## src/ffpa_pkg.sv

```systemverilog
// ---------------------------------------------------------------------------
// ffpa_pkg
// Shared sizes, codes and field layout of the first-fit partition allocator.
// ---------------------------------------------------------------------------
package ffpa_pkg;

  localparam int NUM_BLOCKS = 16;
  localparam int SIZE_BITS  = 16;

  localparam int IDX_W = (NUM_BLOCKS > 1) ? $clog2(NUM_BLOCKS) : 1;
  localparam int CNT_W = $clog2(NUM_BLOCKS + 1);

  // Fixed field widths of the stream items.
  localparam int KIND_W    = 2;
  localparam int SIZE_IN_W = 16;
  localparam int STATUS_W  = 2;
  localparam int OUT_IDX_W = 4;
  localparam int FRAG_W    = 20;

  localparam int IN_DATA_W  = SIZE_IN_W;
  localparam int OUT_FIELDS = OUT_IDX_W + 2 * FRAG_W;
  localparam int OUT_DATA_W = ((OUT_FIELDS + 7) / 8) * 8;
  localparam int OUT_PAD_W  = OUT_DATA_W - OUT_FIELDS;

  // The accumulator adder is wide enough to see any overflow past FRAG_MAX.
  localparam int SUM_W = ((SIZE_BITS > FRAG_W) ? SIZE_BITS : FRAG_W) + 1;

  localparam logic [FRAG_W-1:0] FRAG_MAX = '1;

  typedef logic [KIND_W-1:0]   kind_t;
  typedef logic [STATUS_W-1:0] status_t;

  localparam kind_t KIND_LOAD    = 2'd0;
  localparam kind_t KIND_REQUEST = 2'd1;
  localparam kind_t KIND_CLEAR   = 2'd2;

  localparam status_t STATUS_OK        = 2'd0;
  localparam status_t STATUS_NOT_ALLOC = 2'd1;
  localparam status_t STATUS_FULL      = 2'd2;

endpackage

```

## src/first_fit_partition_allocator_core.sv

```systemverilog
// ---------------------------------------------------------------------------
// first_fit_partition_allocator_core
// Fixed-partition table with first-fit allocation and fragmentation sums.
//
//   Channel  Direction  tdata                  tuser
//   s_axis   in         size_value[15:0]       kind[1:0]
//   m_axis   out        block_index, internal  status[1:0]
//                       and external frag
//
// Every transaction, a clear included, is followed by one pass over the loaded
// entries, one entry per cycle through the partition RAM's read port; the
// same pass finds the first fit and accumulates both sums. The input is not
// ready while a pass runs. A finished result waits in the output register,
// and the next transaction is accepted meanwhile. Reset empties the table.
// ---------------------------------------------------------------------------
module first_fit_partition_allocator_core (
  input  logic                             clk_i,
  input  logic                             rst_ni,
  input  logic                             s_axis_tvalid_i,
  output logic                             s_axis_tready_o,
  input  logic [ffpa_pkg::IN_DATA_W-1:0]   s_axis_tdata_i,  // size_value
  input  logic [ffpa_pkg::KIND_W-1:0]      s_axis_tuser_i,  // kind
  output logic                             m_axis_tvalid_o,
  input  logic                             m_axis_tready_i,
  // block_index, internal_frag, external_frag, zero fill
  output logic [ffpa_pkg::OUT_DATA_W-1:0]  m_axis_tdata_o,
  output logic [ffpa_pkg::STATUS_W-1:0]    m_axis_tuser_o   // status
);
  import ffpa_pkg::*;

  typedef enum logic [1:0] {
    ST_IDLE,
    ST_SCAN,
    ST_DONE
  } state_e;

  state_e                state_q, state_d;
  logic [CNT_W-1:0]      count_q, count_d;
  logic [NUM_BLOCKS-1:0] used_q, used_d;
  kind_t                 kind_q, kind_d;
  logic [SIZE_BITS-1:0]  size_q, size_d;
  logic [CNT_W-1:0]      scan_q, scan_d;
  logic                  rd_vld_q, rd_vld_d;
  logic [IDX_W-1:0]      proc_q, proc_d;
  logic                  found_q, found_d;
  logic [IDX_W-1:0]      res_idx_q, res_idx_d;
  status_t               res_status_q, res_status_d;
  logic [FRAG_W-1:0]     ifrag_q, ifrag_d;
  logic [FRAG_W-1:0]     efrag_q, efrag_d;

  logic                  out_valid_q, out_valid_d;
  status_t               out_status_q, out_status_d;
  logic [OUT_IDX_W-1:0]  out_idx_q, out_idx_d;
  logic [FRAG_W-1:0]     out_ifrag_q, out_ifrag_d;
  logic [FRAG_W-1:0]     out_efrag_q, out_efrag_d;

  logic                  ram_we;
  logic [IDX_W-1:0]      ram_waddr;
  logic [SIZE_BITS-1:0]  ram_wdata;
  logic [IDX_W-1:0]      ram_raddr;
  logic [SIZE_BITS-1:0]  ram_rdata;

  logic                  in_fire;
  logic [SIZE_BITS:0]    diff;
  logic                  fits;
  logic                  grant;
  logic                  to_internal;
  logic [FRAG_W-1:0]     acc_in;
  logic [SIZE_BITS-1:0]  acc_val;
  logic [SUM_W-1:0]      acc_sum;
  logic [FRAG_W-1:0]     acc_sat;

  ffpa_ram #(
    .WIDTH (SIZE_BITS),
    .DEPTH (NUM_BLOCKS)
  ) u_ram (
    .clk_i   (clk_i),
    .we_i    (ram_we),
    .waddr_i (ram_waddr),
    .wdata_i (ram_wdata),
    .raddr_i (ram_raddr),
    .rdata_o (ram_rdata)
  );

  assign s_axis_tready_o = (state_q == ST_IDLE);
  assign in_fire         = s_axis_tvalid_i && s_axis_tready_o;

  // Shared datapath: one subtract-compare against the request and one
  // saturating accumulate into whichever sum the entry belongs to.
  assign diff        = {1'b0, ram_rdata} - {1'b0, size_q};
  assign fits        = !diff[SIZE_BITS];
  assign grant       = rd_vld_q && (kind_q == KIND_REQUEST) && !found_q &&
                       !used_q[proc_q] && fits;
  assign to_internal = grant || used_q[proc_q];
  assign acc_in      = to_internal ? ifrag_q : efrag_q;
  assign acc_val     = grant ? diff[SIZE_BITS-1:0] : ram_rdata;
  assign acc_sum     = SUM_W'(acc_in) + SUM_W'(acc_val);
  assign acc_sat     = (acc_sum > SUM_W'(FRAG_MAX)) ? FRAG_MAX : acc_sum[FRAG_W-1:0];

  assign ram_raddr   = scan_q[IDX_W-1:0];

  always_comb begin
    state_d      = state_q;
    count_d      = count_q;
    used_d       = used_q;
    kind_d       = kind_q;
    size_d       = size_q;
    scan_d       = scan_q;
    rd_vld_d     = rd_vld_q;
    proc_d       = proc_q;
    found_d      = found_q;
    res_idx_d    = res_idx_q;
    res_status_d = res_status_q;
    ifrag_d      = ifrag_q;
    efrag_d      = efrag_q;
    out_valid_d  = out_valid_q;
    out_status_d = out_status_q;
    out_idx_d    = out_idx_q;
    out_ifrag_d  = out_ifrag_q;
    out_efrag_d  = out_efrag_q;
    ram_we       = 1'b0;
    ram_waddr    = proc_q;
    ram_wdata    = diff[SIZE_BITS-1:0];

    if (out_valid_q && m_axis_tready_i) begin
      out_valid_d = 1'b0;
    end

    unique case (state_q)
      ST_IDLE: begin
        if (in_fire) begin
          kind_d       = s_axis_tuser_i;
          size_d       = SIZE_BITS'(s_axis_tdata_i);
          scan_d       = '0;
          rd_vld_d     = 1'b0;
          found_d      = 1'b0;
          ifrag_d      = '0;
          efrag_d      = '0;
          res_idx_d    = '0;
          res_status_d = STATUS_OK;
          state_d      = ST_SCAN;
          case (s_axis_tuser_i)
            KIND_LOAD: begin
              if (count_q == CNT_W'(NUM_BLOCKS)) begin
                res_status_d = STATUS_FULL;
              end else begin
                ram_we    = 1'b1;
                ram_waddr = count_q[IDX_W-1:0];
                ram_wdata = SIZE_BITS'(s_axis_tdata_i);
                res_idx_d = count_q[IDX_W-1:0];
                used_d[count_q[IDX_W-1:0]] = 1'b0;
                count_d   = count_q + CNT_W'(1);
              end
            end
            KIND_REQUEST: begin
              res_status_d = STATUS_NOT_ALLOC;
            end
            KIND_CLEAR: begin
              count_d = '0;
              used_d  = '0;
            end
            default: begin
            end
          endcase
        end
      end

      ST_SCAN: begin
        // Issue the next read while the previous entry's data is evaluated.
        if (scan_q < count_q) begin
          scan_d   = scan_q + CNT_W'(1);
          rd_vld_d = 1'b1;
          proc_d   = scan_q[IDX_W-1:0];
        end else begin
          rd_vld_d = 1'b0;
          state_d  = ST_DONE;
        end

        if (rd_vld_q) begin
          if (grant) begin
            found_d        = 1'b1;
            res_idx_d      = proc_q;
            res_status_d   = STATUS_OK;
            used_d[proc_q] = 1'b1;
            ram_we         = 1'b1;
          end
          if (to_internal) begin
            ifrag_d = acc_sat;
          end else begin
            efrag_d = acc_sat;
          end
        end
      end

      ST_DONE: begin
        if (!out_valid_q || m_axis_tready_i) begin
          out_valid_d  = 1'b1;
          out_status_d = res_status_q;
          out_idx_d    = OUT_IDX_W'(res_idx_q);
          out_ifrag_d  = ifrag_q;
          out_efrag_d  = efrag_q;
          state_d      = ST_IDLE;
        end
      end

      default: begin
        state_d = ST_IDLE;
      end
    endcase
  end

  always_ff @(posedge clk_i or negedge rst_ni) begin
    if (!rst_ni) begin
      state_q      <= ST_IDLE;
      count_q      <= '0;
      used_q       <= '0;
      kind_q       <= KIND_LOAD;
      size_q       <= '0;
      scan_q       <= '0;
      rd_vld_q     <= 1'b0;
      proc_q       <= '0;
      found_q      <= 1'b0;
      res_idx_q    <= '0;
      res_status_q <= STATUS_OK;
      ifrag_q      <= '0;
      efrag_q      <= '0;
      out_valid_q  <= 1'b0;
      out_status_q <= STATUS_OK;
      out_idx_q    <= '0;
      out_ifrag_q  <= '0;
      out_efrag_q  <= '0;
    end else begin
      state_q      <= state_d;
      count_q      <= count_d;
      used_q       <= used_d;
      kind_q       <= kind_d;
      size_q       <= size_d;
      scan_q       <= scan_d;
      rd_vld_q     <= rd_vld_d;
      proc_q       <= proc_d;
      found_q      <= found_d;
      res_idx_q    <= res_idx_d;
      res_status_q <= res_status_d;
      ifrag_q      <= ifrag_d;
      efrag_q      <= efrag_d;
      out_valid_q  <= out_valid_d;
      out_status_q <= out_status_d;
      out_idx_q    <= out_idx_d;
      out_ifrag_q  <= out_ifrag_d;
      out_efrag_q  <= out_efrag_d;
    end
  end

  assign m_axis_tvalid_o = out_valid_q;
  assign m_axis_tuser_o  = out_status_q;
  assign m_axis_tdata_o  = {{OUT_PAD_W{1'b0}}, out_efrag_q, out_ifrag_q, out_idx_q};

endmodule

```

## src/ffpa_ram.sv

```systemverilog
// ---------------------------------------------------------------------------
// ffpa_ram
// Generic single-write, single-read RAM with a registered read port.
// ---------------------------------------------------------------------------
module ffpa_ram #(
  parameter int WIDTH = 16,
  parameter int DEPTH = 16
) (
  input  logic                                   clk_i,
  input  logic                                   we_i,
  input  logic [((DEPTH > 1) ? $clog2(DEPTH) : 1)-1:0] waddr_i,
  input  logic [WIDTH-1:0]                       wdata_i,
  input  logic [((DEPTH > 1) ? $clog2(DEPTH) : 1)-1:0] raddr_i,
  output logic [WIDTH-1:0]                       rdata_o
);

  logic [WIDTH-1:0] mem_q [DEPTH];
  logic [WIDTH-1:0] rdata_q;

  always_ff @(posedge clk_i) begin
    if (we_i) begin
      mem_q[waddr_i] <= wdata_i;
    end
    rdata_q <= mem_q[raddr_i];
  end

  assign rdata_o = rdata_q;

endmodule

```

## config.mk

```make
export PLATFORM = sky130hd
export DESIGN_NAME = first_fit_partition_allocator_core
export DESIGN_NICKNAME = d
export VERILOG_FILES = /design/src/ffpa_pkg.sv /design/src/first_fit_partition_allocator_core.sv /design/src/ffpa_ram.sv
export SDC_FILE = /design/constraint.sdc
export NUM_CORES = 1
export LEC_CHECK = 0
export BUFFER_PORTS_ARGS = -buffer_cell sky130_fd_sc_hd__buf_2
export CAP_MARGIN = 5
export CORE_MARGIN = 2
export CORE_UTILIZATION = 30
export CTS_BUF_LIST = sky130_fd_sc_hd__clkbuf_4 sky130_fd_sc_hd__clkbuf_8
export CTS_CLUSTER_DIAMETER = 30
export DETAILED_ROUTE_END_ITERATION = 10
export GPL_ROUTABILITY_DRIVEN = 0
export HOLD_SLACK_MARGIN = 0.08
export SLEW_MARGIN = 30
export SYNTH_ARGS = -nofsm -noshare
export SYNTH_HDL_FRONTEND = slang
export SYNTH_SLANG_ARGS = --single-unit
```

## constraint.sdc

```tcl
create_clock -name clk_i -period 14.56 [get_ports clk_i]
set_clock_uncertainty 0.1 [all_clocks]
set_input_delay 0 -clock clk_i [delete_from_list [all_inputs] [get_ports clk_i]]
set_output_delay 0 -clock clk_i [all_outputs]
set_load 0.02 [all_outputs]
```

; Word-level counts from Yosys, hierarchy flattened
; Memories as Yosys holds them, arrays and structs flattened. A register that Yosys moved wholly into a read port is not among the register bits.
; Index checks and enable logic that the tools add are counted.
; W data, S select, Z words.
[totals]
register_bits = 145
latchBits = 0
ramBits = 256
rom_bits = 0
inputBits = 22
out_inout_bits = 52
wordCells = 146
mem_count = 1
[memory_table]
columns = memory, words, width, rd, rd_ports_with_merged_regs, write_ports, line
row1 = u_ram.mem_q, 16, 16, 1, 1, 1, ffpa_ram.sv:17  ; logic [WIDTH-1:0] mem_q [DEPTH];
[op_classes]
addsub = 4
multipliers = 0
div_mod_pow = 0
magnitude_cmp = 6
eq_ne = 17
shifts = 0
n_mux = 68
n_bitwise = 3
reduce_logical = 29
[op_table]
columns = operator, n
row1 = $mux W16, 9
row2 = $mux W20, 7
row3 = $pmux W20 S2, 2
row4 = $pmux W16 S2, 2
row5 = $mux W4, 9
row6 = $add A20 B16 Y21, 1
row7 = $gt A21 B20 Y1 const B, 1
row8 = $pmux W5 S2, 2
row9 = $mux W1, 17
row10 = $sub A16 B16 Y17, 1
row11 = $and A16 B16 Y16, 1
row12 = $ne A2 B2 Y1 const B, 8
row13 = $not A16 Y16, 1
row14 = $or A16 B16 Y16, 1
row15 = $reduce_and A4 Y1, 4
row16 = $mux W5, 3
row17 = $mux W2, 7
row18 = $add A5 B1 Y5 const B, 2
row19 = $lt A4 B5 Y1 const B, 2
row20 = $demux W1 S4, 2
row21 = $ge A4 B1 Y1 const B, 2
row22 = $logic_and A1 B1 Y1, 8
row23 = $pmux W2 S2, 2
row24 = $pmux W4 S2, 1
row25 = other kinds (17), 32

; Depth between registers and ports, before layout
[depth]
depth_word = 13
ltp_mapped = 23
depth_no_buf = 21

; Modules after synthesis
; From an unflattened synthesis, not the netlist that was laid out.
[hier_totals]
hier_cells = 1278
area_unflattened_um2 = 18432.7
[modules_own_cells]
columns = mod, n_inst, cells_each, area_per_inst_um2, seq_area_each_um2
row1 = ffpa_ram, 1, 432, 10043.4, 8007.7
row2 = first_fit_partition_allocator_core, 1, 846, 8389.3, 3628.5

; Worst setup path after synthesis
; No wires, ideal clock.
[synth_timing]
kind = register to register
start = register size_q[0]
end = register ifrag_q[12]
setup_ns = 0.125
arrival_time_ns = 4.876
t_required_ns = 14.335
path_slack_ns = 9.459
stages_incl_launch_ff = 22
path_buffers = 2
synth_period_minus_slack_ns = 5.101
cell_sequence = dfrtp_1 ha_1 fa_1 nand2b_1 a211o_1 a211o_1 nand3_2 a21oi_4 buf_6 buf_4 mux2_2 ha_1 fa_1 a211oi_1 o211ai_1 a31o_2 and2_1 o21a_1 o41ai_1 xor2_1 a21oi_1 mux2_2
[synth_via]
elab_chain_cells = 11
word_cells_on_any_way = 14
classes_between = add/sub: 2 / order compare: 1 / eq/ne: 1 / mux: 6 / reduce/logical: 4
[synth_lines]
columns = element, line
row1 = from (decl), first_fit_partition_allocator_core.sv:41  ; logic [SIZE_BITS-1:0] size_q, size_d;
row2 = from (signal assigned), first_fit_partition_allocator_core.sv:237  ; size_q <= size_d;
row3 = $sub A16 B16 Y17 *, first_fit_partition_allocator_core.sv:90  ; assign diff = {1'b0, ram_rdata} - {1'b0, size_q};
row4 = $logic_not A1 Y1, first_fit_partition_allocator_core.sv:91  ; assign fits = !diff[SIZE_BITS];
row5 = $logic_and A1 B1 Y1, first_fit_partition_allocator_core.sv:93  ; !used_q[proc_q] && fits;
row6 = $logic_or A1 B1 Y1, first_fit_partition_allocator_core.sv:94  ; assign to_internal = grant || used_q[proc_q];
row7 = $mux W20, first_fit_partition_allocator_core.sv:95  ; assign acc_in = to_internal ? ifrag_q : efrag_q;
row8 = $add A20 B16 Y21, first_fit_partition_allocator_core.sv:97  ; assign acc_sum = SUM_W'(acc_in) + SUM_W'(acc_val);
row9 = $gt A21 B20 Y1, first_fit_partition_allocator_core.sv:98  ; assign acc_sat = (acc_sum > SUM_W'(FRAG_MAX)) ? FRAG_MAX : acc_sum[FRAG_W-1:0];
row10 = $mux W20, first_fit_partition_allocator_core.sv:98
row11 = $mux W20, first_fit_partition_allocator_core.sv:187  ; if (to_internal) begin
row12 = $mux W20, first_fit_partition_allocator_core.sv:179  ; if (rd_vld_q) begin
row13 = $pmux W20 S2, first_fit_partition_allocator_core.sv:129  ; unique case (state_q)
row14 = to (signal assigned), first_fit_partition_allocator_core.sv:244  ; ifrag_q <= ifrag_d;
row15 = to (decl), first_fit_partition_allocator_core.sv:48  ; logic [FRAG_W-1:0] ifrag_q, ifrag_d;
; Every way passes the cells marked *; elsewhere a longest branch is shown, timed or not. The select of a mux whose other input is x is not followed.
; A chain may end at the register's enable or synchronous reset.

; Final worst setup path
; Same ends and word-level chain as after synthesis.

==> flow_summary.ini <==
[critical_path]
path_max_fanout = 24
cp_num_buf_inv = 0
cpLargestDelayFamily = compound AO/OA/AOI/OAI gates
path_cells = ha_1 > fa_1 > nand2b_1 > a211o_1 > a211o_1 > nand3_2 > nand4_2 > nand2_1 > o21ai_0 > ha_1 > fa_1 > a211oi_1 > o211ai_1 > a31o_2 > and2_1 > o21a_1 > o41ai_1 > xor2_1 > a21oi_1 > mux2_2
worstPathArrival_ns = 6.29
critPathRequiredTime_ns = 15.00
critPathKind = reg -> reg
end_kind = register
slowest_delay_ns = 0.63
worst_setup_path_start_kind = register
crit_slowest_cell = nand4_2

[finish]
final_common_cell = edfxtp_1
nets = 1510
insertedDiodeCount = 0
syn_to_final_growth_pct = 22.4
drive_gt1_share_pct = 31.4
final_cell_mix = edfxtp_1, dfrtp_1, nand2_1

[floorplan]
core_area_sq_um = 60600
initial_core_util_pct = 30.5
die_w_microns = 252
die_area_sq_um = 63600
rows = 90
ios = 74
die_h_microns = 252

[clock_network]
cts_tree = built
clk-insertion-delay-late_ns = 0.69
cts_max_path_buffers = 3
post_cts_buffers = 0
cts.repair.resized = 0
htree_levels = 3
clkSlewWorstSetupHoldPaths_ns = 0.05
cts.sinks = 417
cts_root_buffer = clkbuf_8
numCtsBuffers = 91
cts.hold.buffers_added = 73

[timing]
finalCritPeriodShare_pct = 40.2
worstMarginPinSlew_ns = 0.927
setup_violations = 0
max_freq_mhz = 171
finalCriticalPeriod_ns = 5.85
hold_viol = 0
setup_tns_ns = 0
slew_violations = 0
slew_headroom_pct = 38.2
rsz0062_at_grt = false

[yosys]
synth_flop_cell = edfxtp_1
async_flop_share_pct = 34.8
post-synth-top-area-cell = edfxtp_1
netlist_area_sq_um = 18500
synth_top_cell_area_share_pct = 41.6
ys_seq_area_share_pct = 63.0
synth_edf_count = 256
ys_seq_elements = 417
ys_types = 66
synth_warnings = 0
postSynthAreaPerCell_sq_um = 14.8
synthCells = 1247
synth_area_leaders = edfxtp_1, dfrtp_1, mux4_2, mux2_2, ha_1

[power_and_ir_drop]
p_switching_mw = 2.18
power.leakage_nw = 8.79
powerDensity_nw_per_um2 = 261
pwr-share-seq_pct = 35.3
pwr-share-comb_pct = 40.4
power_mw = 5.91
p_sw_share_pct = 36.9
vdd_drop_max_mv = 0.107
power.internal_mw = 3.73
power_frac_clock_pct = 24.4

[grt]
grt_pass1_vias = 11626
grt_use_total_pct = 14.3
grt_first_pass_wirelength_microns = 69400
grt_max_degree = 75
grt_overflow_total = 0
antenna_found_initial = 1

[detailed_routing]
route.detailed.drc = 0
via_per_inst = 4.94
routed_wl_microns = 45300
drt-initial-drc-count = 881
drt_pre_antenna_iters = 5
post_drt_wl_per_cell_microns = 19.7
ant_nets = 0
vias = 11365

[flow_run]
cap_violations = 0

[hold_path]
min_path_type = in -> reg

[placed_design]
portBuffers = 69
dp_hpwl_microns = 27400

[outcome]
outcome = finished clean
==> synth_stat cells (5+ instances only) <==
library cell	number
a31o_2	7
clkbuf_1	47
mux4_2	84
buf_4	6
nor2_1	52
xnor2_1	18
a21oi_1	77
nand4_1	7
buf_1	5
mux2i_1	5
ha_1	41
nand3_1	14
mux2_2	102
nor2b_1	7
nand2_1	120
dfrtp_1	145
xor2_1	16
a21o_1	23
a21oi_2	8
nand2b_1	11
edfxtp_1	256
a31oi_1	7
inv_1	31
dfxtp_1	16
nor3_1	7
buf_2	7
o21ai_0	53
a22o_1	5
==> worst reg2reg max path: cells and delay by family, from the launching register on <==
| family | cells | cell delay, ns |
|---|---|---|
| xor gates and xnor gates | 1 | 0.19 |
| muxes | 1 | 0.27 |
| and+or+nand+nor | 5 | 1.34 |
| AOI/OAI and AO/OA | 9 | 2.13 |
| DFF | 1 | 0.38 |
| adders and majority gates | 4 | 1.34 |
==> cells by family (layout without fill, tap and decap cells) <==
| logic type | count (synthesis) | in the layout | synth area share [%] |
|---|---|---|---|
| flip-flops | 417 | 417 | 63.0 |
| AND/OR/NAND/NOR | 247 | 247 | 6.14 |
| AO/OA/AOI/OAI | 214 | 214 | 7.16 |
| multiplexers | 192 | 192 | 16.8 |
| buffers and inverters | 99 | 366 | 2.30 |
| adder cells (fa/ha/maj) | 43 | 43 | 2.99 |
| XOR/XNOR | 34 | 34 | 1.61 |
| other | 1 | 4 | 0.0203 |
==> through the flow <==
stage | cells | instance area [sq um] | setup WS, ns | utilization [%] | hold WS, ns
after CTS | 2298 | 22600 | 8.64 | 37.3 | 0.139
after floorplan | 1250 | 18500 | 9.46 | - | -0.396
final | 2299 | 22600 | 8.71 | 37.3 | 0.163
after global placement | 2060 | 19700 | 8.81 | 32.6 | -0.0459
after global routing | 2299 | 22600 | 8.32 | 37.3 | 0.190
after detailed placement | 2060 | 19700 | 8.68 | 32.6 | -0.0264
==> flip-flops by register name, indices dropped and copies added, names as in the netlist, 4 cells and up <==
name,cells
u_ram.mem_q,256
ifrag_q,20
out_idx_q,4
used_q,16
out_efrag_q,20
scan_q,5
efrag_q,20
res_idx_q,4
proc_q,4
size_q,16
u_ram.rdata_o,16
count_q,5
out_ifrag_q,20
==> layout make-up <==
type	count	area, sq um
clock buffer	116	1500
inverter	31	116
tap	782	978
fill	5689	38000
timing repair buffer	170	1320
clock inverter	49	606
sequential	417	11600
multi-input combinational	734	6450
==> power groups by stage <==
stage / clock, mW / combinational, mW / sequential [mW]
2_1_floorplan: 0 / 1.67 / 2.06
3_3_place_gp: 0 / 2.25 / 2.10
3_5_place_dp: 0 / 2.31 / 2.11
4_1_cts: 1.47 / 2.38 / 2.09
5_1_grt: 1.53 / 2.62 / 2.11
6_report: 1.44 / 2.39 / 2.08
==> layer usage <==
metal	up-vias	share of wire (%)	track usage, %
li1	5129	-	-
met1	5811	44	18.8
met2	338	48	23.5
met3	87	5.6	2.95
met4	0	2.5	5.36
met5	-	0	0
==> worst paths after layout <==
| check | startpoint | to | slack, ns | depth (start not counted) |
|---|---|---|---|---|
| worst max register to register | size_q[0] | ifrag_q[12] | 8.71 | 20 |
| worst min register to register | found_q | found_q | 0.38 | 1 |
| max in group asynchronous | rst_ni | scan_q[0] | 13.33 | 4 |
| worst min-delay path | s_axis_tuser_i[0] | res_status_q[0] | 0.16 | 4 |
| min in group asynchronous | rst_ni | out_ifrag_q[13] | 0.35 | 4 |
| worst max-delay path | size_q[0] | ifrag_q[12] | 8.71 | 20 |
Note: power is estimated with default switching activity, not from simulation.
